--- src/sv/cmba_pkg.sv ---
`timescale 1ns / 1ps
// ----------------------------------------------------------------------------
// cmba_pkg
// Widths, operation codes, saturation limits and divider interface types for
// the common-mode bin averager.
// ----------------------------------------------------------------------------
package cmba_pkg;

   localparam int FUNC_W = 2;
   localparam int CHAN_W = 8;
   localparam int BIN_W  = 9;
   localparam int ADC_W  = 10;
   localparam int BASE_W = 14;
   localparam int CNT_W  = 9;
   localparam int CM_W   = 15;
   localparam int SUM_W  = 24;

   // pedestal entry: dead mark above the baseline
   localparam int PED_W    = BASE_W + 1;
   localparam int DEAD_BIT = BASE_W;

   // sample term: adc * 16 - baseline, signed
   localparam int TERM_W = ADC_W + 4 + 1;

   localparam logic [FUNC_W-1:0] FUNC_LOAD = 2'd0;
   localparam logic [FUNC_W-1:0] FUNC_ADD  = 2'd1;
   localparam logic [FUNC_W-1:0] FUNC_READ = 2'd2;

   localparam logic signed [SUM_W-1:0] SUM_MAX = 24'sh7FFFFF;
   localparam logic signed [SUM_W-1:0] SUM_MIN = 24'sh800000;

   localparam logic signed [CM_W-1:0] CM_MAX = 15'sh3FFF;
   localparam logic signed [CM_W-1:0] CM_MIN = 15'sh4000;
   // quotient magnitudes at the saturation points
   localparam logic [SUM_W-1:0] CM_POS_LIM = 24'd16383;
   localparam logic [SUM_W-1:0] CM_NEG_LIM = 24'd16384;

   typedef struct packed {
      logic                    start;
      logic signed [SUM_W-1:0] dividend;
      logic [CNT_W-1:0]        divisor;
      logic [BIN_W-1:0]        bin;
   } div_req_type;

   typedef struct packed {
      logic                   idle;
      logic                   valid;
      logic [BIN_W-1:0]       bin;
      logic signed [CM_W-1:0] quot;
   } div_rsp_type;

endpackage

--- src/sv/cmba_div.sv ---
`timescale 1ns / 1ps
// ----------------------------------------------------------------------------
// cmba_div
// Bit-serial restoring divider: signed bin sum over unsigned channel count,
// truncated toward zero and saturated to the Q.4 output range.
// ----------------------------------------------------------------------------
module cmba_div (
   input  logic                  clock,
   input  logic                  reset,
   input  cmba_pkg::div_req_type div_req,
   input  logic                  div_take,
   output cmba_pkg::div_rsp_type div_rsp
);
   import cmba_pkg::*;

   localparam int STEP_W = $clog2(SUM_W);

   typedef enum logic [2:0] {
      DIV_IDLE = 3'b001,
      DIV_RUN  = 3'b010,
      DIV_DONE = 3'b100
   } div_state_type;

   div_state_type      state_ff, state_in;
   logic [SUM_W-1:0]   quo_ff, quo_in;
   logic [CNT_W-1:0]   rem_ff, rem_in;
   logic [CNT_W-1:0]   divisor_ff, divisor_in;
   logic               neg_ff, neg_in;
   logic [BIN_W-1:0]   bin_ff, bin_in;
   logic [STEP_W-1:0]  step_ff, step_in;

   logic [CNT_W:0]     trial;
   logic [CNT_W:0]     trial_diff;
   logic               ge;
   logic [SUM_W-1:0]   mag;
   logic [CM_W-1:0]    quo_low_neg;

   assign trial      = {rem_ff, quo_ff[SUM_W-1]};
   assign trial_diff = trial - {1'b0, divisor_ff};
   assign ge         = trial >= {1'b0, divisor_ff};
   assign mag        = div_req.dividend[SUM_W-1] ? (~div_req.dividend + 1'b1)
                                                 : div_req.dividend;
   assign quo_low_neg = ~quo_ff[CM_W-1:0] + 1'b1;

   always_comb begin
      state_in   = state_ff;
      quo_in     = quo_ff;
      rem_in     = rem_ff;
      divisor_in = divisor_ff;
      neg_in     = neg_ff;
      bin_in     = bin_ff;
      step_in    = step_ff;
      unique case (state_ff)
         DIV_IDLE: begin
            if (div_req.start) begin
               quo_in     = mag;
               rem_in     = '0;
               divisor_in = div_req.divisor;
               neg_in     = div_req.dividend[SUM_W-1];
               bin_in     = div_req.bin;
               step_in    = STEP_W'(SUM_W - 1);
               state_in   = DIV_RUN;
            end
         end
         DIV_RUN: begin
            quo_in = {quo_ff[SUM_W-2:0], ge};
            rem_in = ge ? trial_diff[CNT_W-1:0] : trial[CNT_W-1:0];
            if (step_ff == '0) begin
               state_in = DIV_DONE;
            end else begin
               step_in = step_ff - 1'b1;
            end
         end
         DIV_DONE: begin
            if (div_take) begin
               state_in = DIV_IDLE;
            end
         end
         default: state_in = DIV_IDLE;
      endcase
   end

   always_ff @(posedge clock) begin
      if (reset) begin
         state_ff <= DIV_IDLE;
      end else begin
         state_ff <= state_in;
      end
      quo_ff     <= quo_in;
      rem_ff     <= rem_in;
      divisor_ff <= divisor_in;
      neg_ff     <= neg_in;
      bin_ff     <= bin_in;
      step_ff    <= step_in;
   end

   always_comb begin
      div_rsp.idle  = state_ff == DIV_IDLE;
      div_rsp.valid = state_ff == DIV_DONE;
      div_rsp.bin   = bin_ff;
      if (neg_ff) begin
         div_rsp.quot = (quo_ff > CM_NEG_LIM) ? CM_MIN : signed'(quo_low_neg);
      end else begin
         div_rsp.quot = (quo_ff > CM_POS_LIM) ? CM_MAX : signed'(quo_ff[CM_W-1:0]);
      end
   end

endmodule

--- config.mk ---
export PLATFORM = sky130hd
export DESIGN_NAME = cmba_div
export DESIGN_NICKNAME = d
export VERILOG_FILES = /design/src/sv/cmba_pkg.sv /design/src/sv/cmba_div.sv
export SDC_FILE = /design/constraint.sdc
export NUM_CORES = 1
export LEC_CHECK = 0
export ABC_AREA = 1
export BUFFER_PORTS_ARGS = -buffer_cell sky130_fd_sc_hd__buf_2
export CORE_ASPECT_RATIO = 1.75
export CORE_MARGIN = 2
export CORE_UTILIZATION = 30
export CTS_CLUSTER_SIZE = 20
export DETAILED_ROUTE_END_ITERATION = 10
export GPL_TIMING_DRIVEN = 0
export RECOVER_POWER = 50
export SETUP_SLACK_MARGIN = 0.2
export SYNTH_ARGS = -nofsm -noshare
export SYNTH_HDL_FRONTEND = slang
export SYNTH_SLANG_ARGS = --single-unit
--- constraint.sdc ---
create_clock -name clock -period 5.1 [get_ports clock]
set_clock_uncertainty 0.05 [all_clocks]
set_input_delay 0.51 -clock clock [delete_from_list [all_inputs] [get_ports clock]]
set_output_delay 0.51 -clock clock [all_outputs]
set_load 0.01 [all_outputs]
Yosys cells after proc, flatten, opt, wreduce, memory -nomap -nowiden. Cells that the tools add are included.

Shift operators: 0. Bitwise operators: 2. Divide/modulo/power cells: 0. $mul: 0. Equal/unequal tests: 7. Order comparisons: 3. Muxes and demuxes: 16. $add $sub $neg: 4. Reduce and logical (&&, ||, !) cells: 6.

Operators by type and width (number): 24-bit 2-to-1 mux (2); 24-bit case mux with 2 select lines (1); 15-bit 2-to-1 mux (3); 24-bit by 1-bit adder with 24-bit output, second input constant (1); 24-bit by 14-bit greater-than comparator with 1-bit output, second input constant (1); 24-bit by 15-bit greater-than comparator with 1-bit output, second input constant (1); 24-bit NOT (1); 9-bit 2-to-1 mux (2); 9-bit case mux with 2 select lines (1); 15-bit by 1-bit adder with 15-bit output, second input constant (1); 15-bit NOT (1); 10-bit by 9-bit greater-or-equal comparator with 1-bit output (1); 5-bit 2-to-1 mux (2); 5-bit case mux with 2 select lines (1); 3-bit 2-to-1 mux (3); 3-bit case mux with 3 select lines (1); 9-bit subtractor (1); 2-bit inequality test, second input constant (4); 3-bit AND reduction (2); 5-bit logical NOT (1); 5-bit by 1-bit subtractor with 5-bit output, second input constant (1); 2-bit AND reduction (2); 3-bit by 1-bit equality test with 1-bit output, second input constant (1); 3-bit by 2-bit equality test with 1-bit output, second input constant (1); other kinds (2) (2).

Bits of input ports: 46. Output and inout bits: 26. Bits in writable memories: 0. Latch bits: 0. Memories kept: 0. Register bits: 60. Logic and storage cells: 45. Bits in read-only memories: 0.

Depth between registers and ports, before layout. Gate-level depths: netlist (run 1).

Depth after elaboration: 5. Depth in mapped cells: 13. Gate-level depth less buffers: 13.

Worst setup path before layout (run 1). OpenSTA, ideal clock, no wires.

Path kind: reg2reg. Start: register state_ff[0]. End: register quo_ff[0], enable pin. Setup time: 391 ps. Required time: 4659 ps. Slack: 2239 ps. Stages on the path, launching flop included: 7. Arrival: 2420 ps. Clock period less this slack: 2861 ps. Buffers on the path: 0. Cell sequence: dfxtp_1 > inv_1 > nor3_1 > inv_1 > nor2_1 > inv_1 > nand2_1.

Word-level cells in the longest chain between the ends: 3. Elaborated cells between the ends (all ways): 5. Those cells by class: eq/ne (3); reduce/logical (2).

RTL lines: start, declared (RTL line cmba_div.sv:24) `div_state_type state_ff, state_in;`; start signal, assigned (RTL line cmba_div.sv:87) `state_ff <= state_in;`; 3-bit by 1-bit equality test with 1-bit output or 3-bit by 2-bit equality test with 1-bit output (tied branches) (RTL line cmba_div.sv:53) `unique case (state_ff)`; 2-bit inequality test (no line) or 2-bit nonzero test (tied branches); 2-bit AND reduction (no line) (*); end signal, assigned (RTL line cmba_div.sv:89) `quo_ff <= quo_in;`; end, declared (RTL line cmba_div.sv:25) `logic [SUM_W-1:0] quo_ff, quo_in;`.

Every way passes the cells marked *; elsewhere a longest branch is shown, timed or not. A chain may end at the register's enable or synchronous reset.

Final worst setup path (run 1).
Start: register state_ff[0]. End: register quo_ff[19], enable pin.

Same word-level chain as after synthesis.

==> results of run 1 <==
[layout make-up]
class / instances / area share (%)
clock buffers: 9 / 4.594
well taps: 174 / 4.441
plain buffers: 14 / 1.378
repair buffers: 72 / 7.044
inverters: 68 / 5.207
multi-input cells: 388 / 39.61
flip-flops and latches: 60 / 36.14
clock inverters: 7 / 1.582
[layout by cell type (no fill, tap or decap), types with 4 or more instances in the layout]
master      Yosys  routed
nand2_1       138     137
inv_1          68      68
nor2_1         67      66
buf_2           2      60
edfxtp_1       57      57
nand3_1        48      48
o21ai_0        44      44
clkbuf_1        7      22
xor2_1         16      16
ha_1           13      13
o21ai_1        10      10
clkbuf_16       0       9
nor3_1          8       8
a21oi_1         8       8
nand4_1         8       8
xnor2_1         5       5
nor2_2          3       4
clkinvlp_4      0       4
[per-layer routing]
metal	wire length [um]	part of all wire, %	up-vias
li1	-	-	1904
met5	0	0	-
met1	4071	38	1750
met4	387	3.6	0
met2	5715	54	76
met3	431	4.1	30
[report_power, final]
part           internal, W  switching (W)
Sequential        0.000601      0.0000296
Combinational     0.000103       0.000191
Clock             0.000379       0.000227
Total              0.00108       0.000448
[sequential cells by signal (all words and copies together) (netlist names)]
name	count
bin_ff	9
divisor_ff	9
neg_ff	1
quo_ff	24
rem_ff	9
state_ff	3
step_ff	5
[through the flow]
| stage | power, W | cell area (sq um) | instances | hold WS [ns] |
|---|---|---|---|---|
| 6_report | 0.001531 | 4902 | 792 | 0.2977 |
| 5_1_grt | 0.001612 | 4902 | 792 | 0.2860 |
| 4_1_cts | 0.001546 | 4927 | 792 | 0.2900 |
| 3_5_place_dp | 0.0009371 | 4624 | 776 | 0.5072 |
| 3_3_place_gp | 0.0009272 | 4607 | 775 | 0.4915 |
| 2_1_floorplan | 0.0008328 | 4034 | 530 | 0.4700 |
[final timing paths]
path	from	endpoint	slack, ns	depth (start not counted)
worst max register to register	state_ff[0]$_SDFFE_PP1P_	quo_ff[19]$_DFFE_PP_	2.10	7
worst min register to register	quo_ff[18]$_DFFE_PP_	quo_ff[19]$_DFFE_PP_	0.52	2
worst min-delay path	div_req[12]	divisor_ff[3]$_DFFE_PP_	0.30	1
worst max-delay path	state_ff[0]$_SDFFE_PP1P_	quo_ff[19]$_DFFE_PP_	2.10	7
[cells by family (layout without fill, tap and decap cells)]
| logic type | count (synthesis) | in the layout | synth area share [%] |
|---|---|---|---|
| AO/OA/AOI/OAI | 69 | 69 | 8.933 |
| XOR/XNOR | 21 | 21 | 4.559 |
| adder cells (fa/ha/maj) | 14 | 14 | 4.529 |
| buffers and inverters | 82 | 170 | 8.064 |
| flip-flops | 60 | 60 | 43.92 |
| AND/OR/NAND/NOR | 284 | 284 | 29.99 |
==> results.sh, run 1 <==
export IMPL_clkTransAtPathRegs_ns=0.06
export IMPL_clk_latency_ns=0.33
export IMPL_synth_top_cell_by_area="edfxtp_1"
export IMPL_synth_most_common_cell="nand2_1"
export IMPL_vdd_drop_max_mv=0.1631
export IMPL_dieArea_sq_um=14430
export IMPL_setup_worst_path_end_class="register"
export IMPL_critPathRequiredTime_ns=5.01
export IMPL_gp_congestion=0.9333
export IMPL_fin_tns_setup_ns=0
export IMPL_synthTopCellsByCount="nand2_1, inv_1, nor2_1, edfxtp_1, nand3_1"
export IMPL_post_route_util_pct=37.02
export IMPL_grt_usage_pct=14.84
export IMPL_viasPerCell=4.747
export IMPL_cts_root_buf="clkbuf_16"
export IMPL_num_antenna_cells=0
export IMPL_synth_flop_cell="edfxtp_1"
export IMPL_initial_core_util_pct=30.46
export IMPL_port_buffers=71
export IMPL_die_w_um=91.66
export IMPL_critPathArrivalTime_ns=2.91
export IMPL_tightest_slew_ns=1.150
export IMPL_syn_avg_cell_area_sq_um=7.611
export IMPL_drt_first_pass_iters=4
export IMPL_met2_usage_pct=27.66
export IMPL_synth_area_top_cells="edfxtp_1, nand2_1, inv_1"
export IMPL_die_h_um=157.4
export IMPL_crit_type="reg -> reg"
export IMPL_grtUsageMet1_pct=15.23
export IMPL_hold_path_class="in -> reg"
export IMPL_hpwl_um=8344
export IMPL_cp_cell_sequence="inv_1 -> nor3_1 -> inv_1 -> nor2_2 -> clkbuf_1 -> inv_1 -> nand2_2"
export IMPL_timing_final_crit_share_pct=58.79
export IMPL_finalSetupViolCount=0
export IMPL_hold_viol=0
export IMPL_grt_max_degree=34
export IMPL_syn_area_sq_um=4034
export IMPL_ioPinCount=72
export IMPL_crit_family="buffers and inverters"
export IMPL_netlist_cell_type_count=31
export IMPL_ys_warn_count=0
export IMPL_wl_um=10610
export IMPL_post_route_min_period_ns=2.998
export IMPL_num_nets_final=673
export IMPL_postCtsSetupRepairBufs=0
export IMPL_synthCells=530
export IMPL_ctsHtreeMaxLevel=3
export IMPL_core_area_sq_um=13240
export IMPL_synth_edf_count=57
export IMPL_cts_buffers=9
export IMPL_slew_violations=0
export IMPL_synth_top_area_share_pct=42.43
export IMPL_first_global_vias=3566
export IMPL_dpl_worst_slack_ns=2.233
export IMPL_ys_seq_elements=60
export IMPL_cts_buffer_depth=2
export IMPL_fp_row_count=56
export IMPL_cts_tree="yes"
export IMPL_drv_cap=0
export IMPL_fmax_mhz=333.6
export IMPL_layout_drive_gt1_share_pct=14.89
export IMPL_ant_nets=0
export IMPL_postCtsResizedCells=0
export IMPL_multiInputGateArea_sq_um=1942
export IMPL_critPathLaunchType="register"
export IMPL_hold_buffers=0
export IMPL_max_stage_delay_ns=0.85
export IMPL_route_detailed_drc=0
export IMPL_rsz0062_at_grt="no"
export IMPL_grt_pass1_wl_um=16790
export IMPL_top_usage_layer="met2"
export IMPL_p_leak_nw=2.196
export IMPL_cts_sinks=60
export IMPL_seq_area_sq_um=1772
export IMPL_fillCellCount=1374
export IMPL_post_drt_wl_per_cell_um=13.39
export IMPL_first_iter_violations=181
export IMPL_antenna_found_initial=0
export IMPL_critPathBufInv=4
export IMPL_cpMostUsedCell="inv_1"
export IMPL_grt_met3_usage_pct=3.351
export IMPL_cp_slowest_cell="clkbuf_1"
export IMPL_async_flop_share_pct=0
export IMPL_slew_headroom_pct=23.32
export IMPL_p_per_area_nw_per_um2=312.2
export IMPL_vias=3760
export IMPL_crit_fanout=33
export IMPL_syn2layout_area_growth_pct=21.53
export IMPL_synth_nets=590
export IMPL_worst_slack_ns=2.102
export IMPL_outcome="finished, final reports clean"
export IMPL_grt_overflow=0
export IMPL_yosysSeqAreaShare_pct=43.92
Note: power is estimated with default switching activity, not from simulation.
==> inputs of run 2 (changes only) <==
- clock period: 5.1 -> 2.95 ns (I/O delays scaled with it)
==> run 2 against run 1 <==
Fmax rose by 16%. Worst setup slack got worse by 1.7 ns. Clock-buffer cell count grew 2. Core utilization up 0.27 points. Hold slack got worse by 0.21 ns. Largest cell class unchanged. Largest power group is now the clock network.
==> results.sh, run 2 (synthesis gave the netlist of run 1 again) <==
export IMPL_hold_viol=0
export IMPL_final_cell_mix="nand2_1, inv_1, nor2_1"
export IMPL_setup_worst_path_end_class="register"
export IMPL_largest_register_ffs=24
export IMPL_viasPerCell=4.727
export IMPL_fin_tns_setup_ns=0
export IMPL_grt_usage_pct=15.09
export IMPL_critPathArrivalTime_ns=2.42
export IMPL_clkTransAtPathRegs_ns=0.06
export IMPL_clk_latency_ns=0.33
export IMPL_vdd_drop_max_mv=0.2916
export IMPL_outcome="finished, final reports clean"
export IMPL_cts_sinks=60
export IMPL_final_common_cell="nand2_1"
export IMPL_fp_row_count=56
export IMPL_die_w_um=91.66
export IMPL_critPathLaunchType="register"
export IMPL_wl_um=10530
export IMPL_layout_drive_gt1_share_pct=14.89
export IMPL_p_leak_nw=2.222
export IMPL_cts_tree="yes"
export IMPL_gp_congestion=0.9201
export IMPL_fillCellCount=1374
export IMPL_seq_area_sq_um=1772
export IMPL_grt_pass1_wl_um=17050
export IMPL_regMostFlops="quo_ff"
export IMPL_timing_final_crit_share_pct=87.58
export IMPL_dieArea_sq_um=14430
export IMPL_antenna_found_initial=0
export IMPL_num_antenna_cells=0
export IMPL_cts_root_buf="clkbuf_16"
export IMPL_hpwl_um=8385
export IMPL_post_route_util_pct=37.29
export IMPL_crit_type="reg -> reg"
export IMPL_slew_violations=0
export IMPL_die_h_um=157.4
export IMPL_grt_max_degree=34
export IMPL_hold_path_class="in -> reg"
export IMPL_syn2layout_area_growth_pct=22.43
export IMPL_reg2reg_slack_ns=0.37
export IMPL_critPathRequiredTime_ns=2.79
export IMPL_dpl_worst_slack_ns=-0.2664
export IMPL_first_global_vias=3624
export IMPL_crit_fanout=33
export IMPL_cts_buffers=9
export IMPL_initial_core_util_pct=30.46
export IMPL_vias=3744
export IMPL_post_route_min_period_ns=2.584
export IMPL_power_w=0.002732
export IMPL_first_iter_violations=199
export IMPL_slew_headroom_pct=47.30
export IMPL_core_area_sq_um=13240
export IMPL_finalSetupViolCount=0
export IMPL_grt_overflow=0
export IMPL_drt_first_pass_iters=4
export IMPL_fin_area_sq_um=4938
export IMPL_drv_cap=0
export IMPL_post_drt_wl_per_cell_um=13.30
export IMPL_tightest_slew_ns=0.7877
export IMPL_multiInputGateArea_sq_um=1951
export IMPL_worst_slack_ns=0.3663
export IMPL_port_buffers=71
export IMPL_ioPinCount=72
export IMPL_cts_buffer_depth=2
export IMPL_rsz0062_at_grt="no"
export IMPL_route_detailed_drc=0
export IMPL_fmax_mhz=387.0
export IMPL_ctsHtreeMaxLevel=3
export IMPL_ant_nets=0
export IMPL_p_per_area_nw_per_um2=553.2
export IMPL_placed_cell_area_sq_um=4609
export IMPL_num_nets_final=673
run 2: changes by cell type in the layout (fill, tap and decap cells not counted):
cell | before | now
buf_4 | 2 | 3
bufinv_16 | 1 | 2
clkbuf_1 | 22 | 23
o21ai_2 | 0 | 1
clkinvlp_4 | 4 | 1
clkbuf_8 | 0 | 1
nor2_2 | 4 | 3
o21ai_1 | 10 | 9
nor2_4 | 1 | 2
buf_2 | 60 | 59
run 2: per-stage QoR:
step	std cells	hold slack [ns]
after floorplan	530	0.3141
after global placement	775	0.4225
after detailed placement	775	0.4233
after CTS	791	0.07516
after global routing	792	0.07346
final	792	0.08792
run 2: timing repair:
| action | 4_1_cts | 5_1_grt |
|---|---|---|
| hold buffers | 0 | 0 |
| pin swaps | 0 | 1 |
| gates resized for setup | 2 | 1 |
| hold endpoints to repair | 0 | 0 |
| setup buffers | 0 | 1 |
| setup endpoints to repair | 33 | 1 |
| cloned | 0 | 0 |
run 2: worst max-delay path, cell delays in order (launching register included):
cell	delay (ns)
dfxtp_1	0.33
inv_1	0.06
nand3_1	0.13
clkbuf_1	0.48
clkbuf_1	0.49
nand2_2	0.59
run 2: layout make-up:
class,count,share of cell area (%)
Inverter,68,5.168
Buffer,14,1.368
Tap cell,174,4.408
Clock buffer,11,4.915
Clock inverter,5,1.723
Timing Repair Buffer,72,7.043
Multi-Input combinational cell,388,39.50
Sequential cell,60,35.88
run 2: final timing paths:
| kind | from | endpoint | cells after the start |
|---|---|---|---|
| worst min-delay path | div_req[11] | divisor_ff[2]$_DFFE_PP_ | 1 |
| worst min register to register | quo_ff[16]$_DFFE_PP_ | quo_ff[17]$_DFFE_PP_ | 2 |
| worst max-delay path | state_ff[0]$_SDFFE_PP1P_ | quo_ff[15]$_DFFE_PP_ | 5 |
| worst max register to register | state_ff[0]$_SDFFE_PP1P_ | quo_ff[15]$_DFFE_PP_ | 5 |
run 2: power by group:
group | total (W) | leakage [nW] | internal, W | switching (W)
clock network | 0.00113 | 0.156 | 0.000764 | 0.000368
registers | 0.00109 | 0.559 | 0.00104 | 0.0000507
logic | 0.000510 | 1.51 | 0.000178 | 0.000332
total | 0.00273 | 2.22 | 0.00198 | 0.000750
run 2: routing by layer:
| metal | vias to the layer above | routed length, um | GRT usage, % | share of wire, % |
|---|---|---|---|---|
| li1 | 1905 | - | - | - |
| met1 | 1710 | 3993 | 15.55 | 38 |
| met2 | 97 | 5632 | 27.87 | 53 |
| met3 | 32 | 446 | 3.207 | 4.2 |
| met4 | 0 | 461 | 8.586 | 4.4 |
| met5 | - | 0 | 0 | 0 |
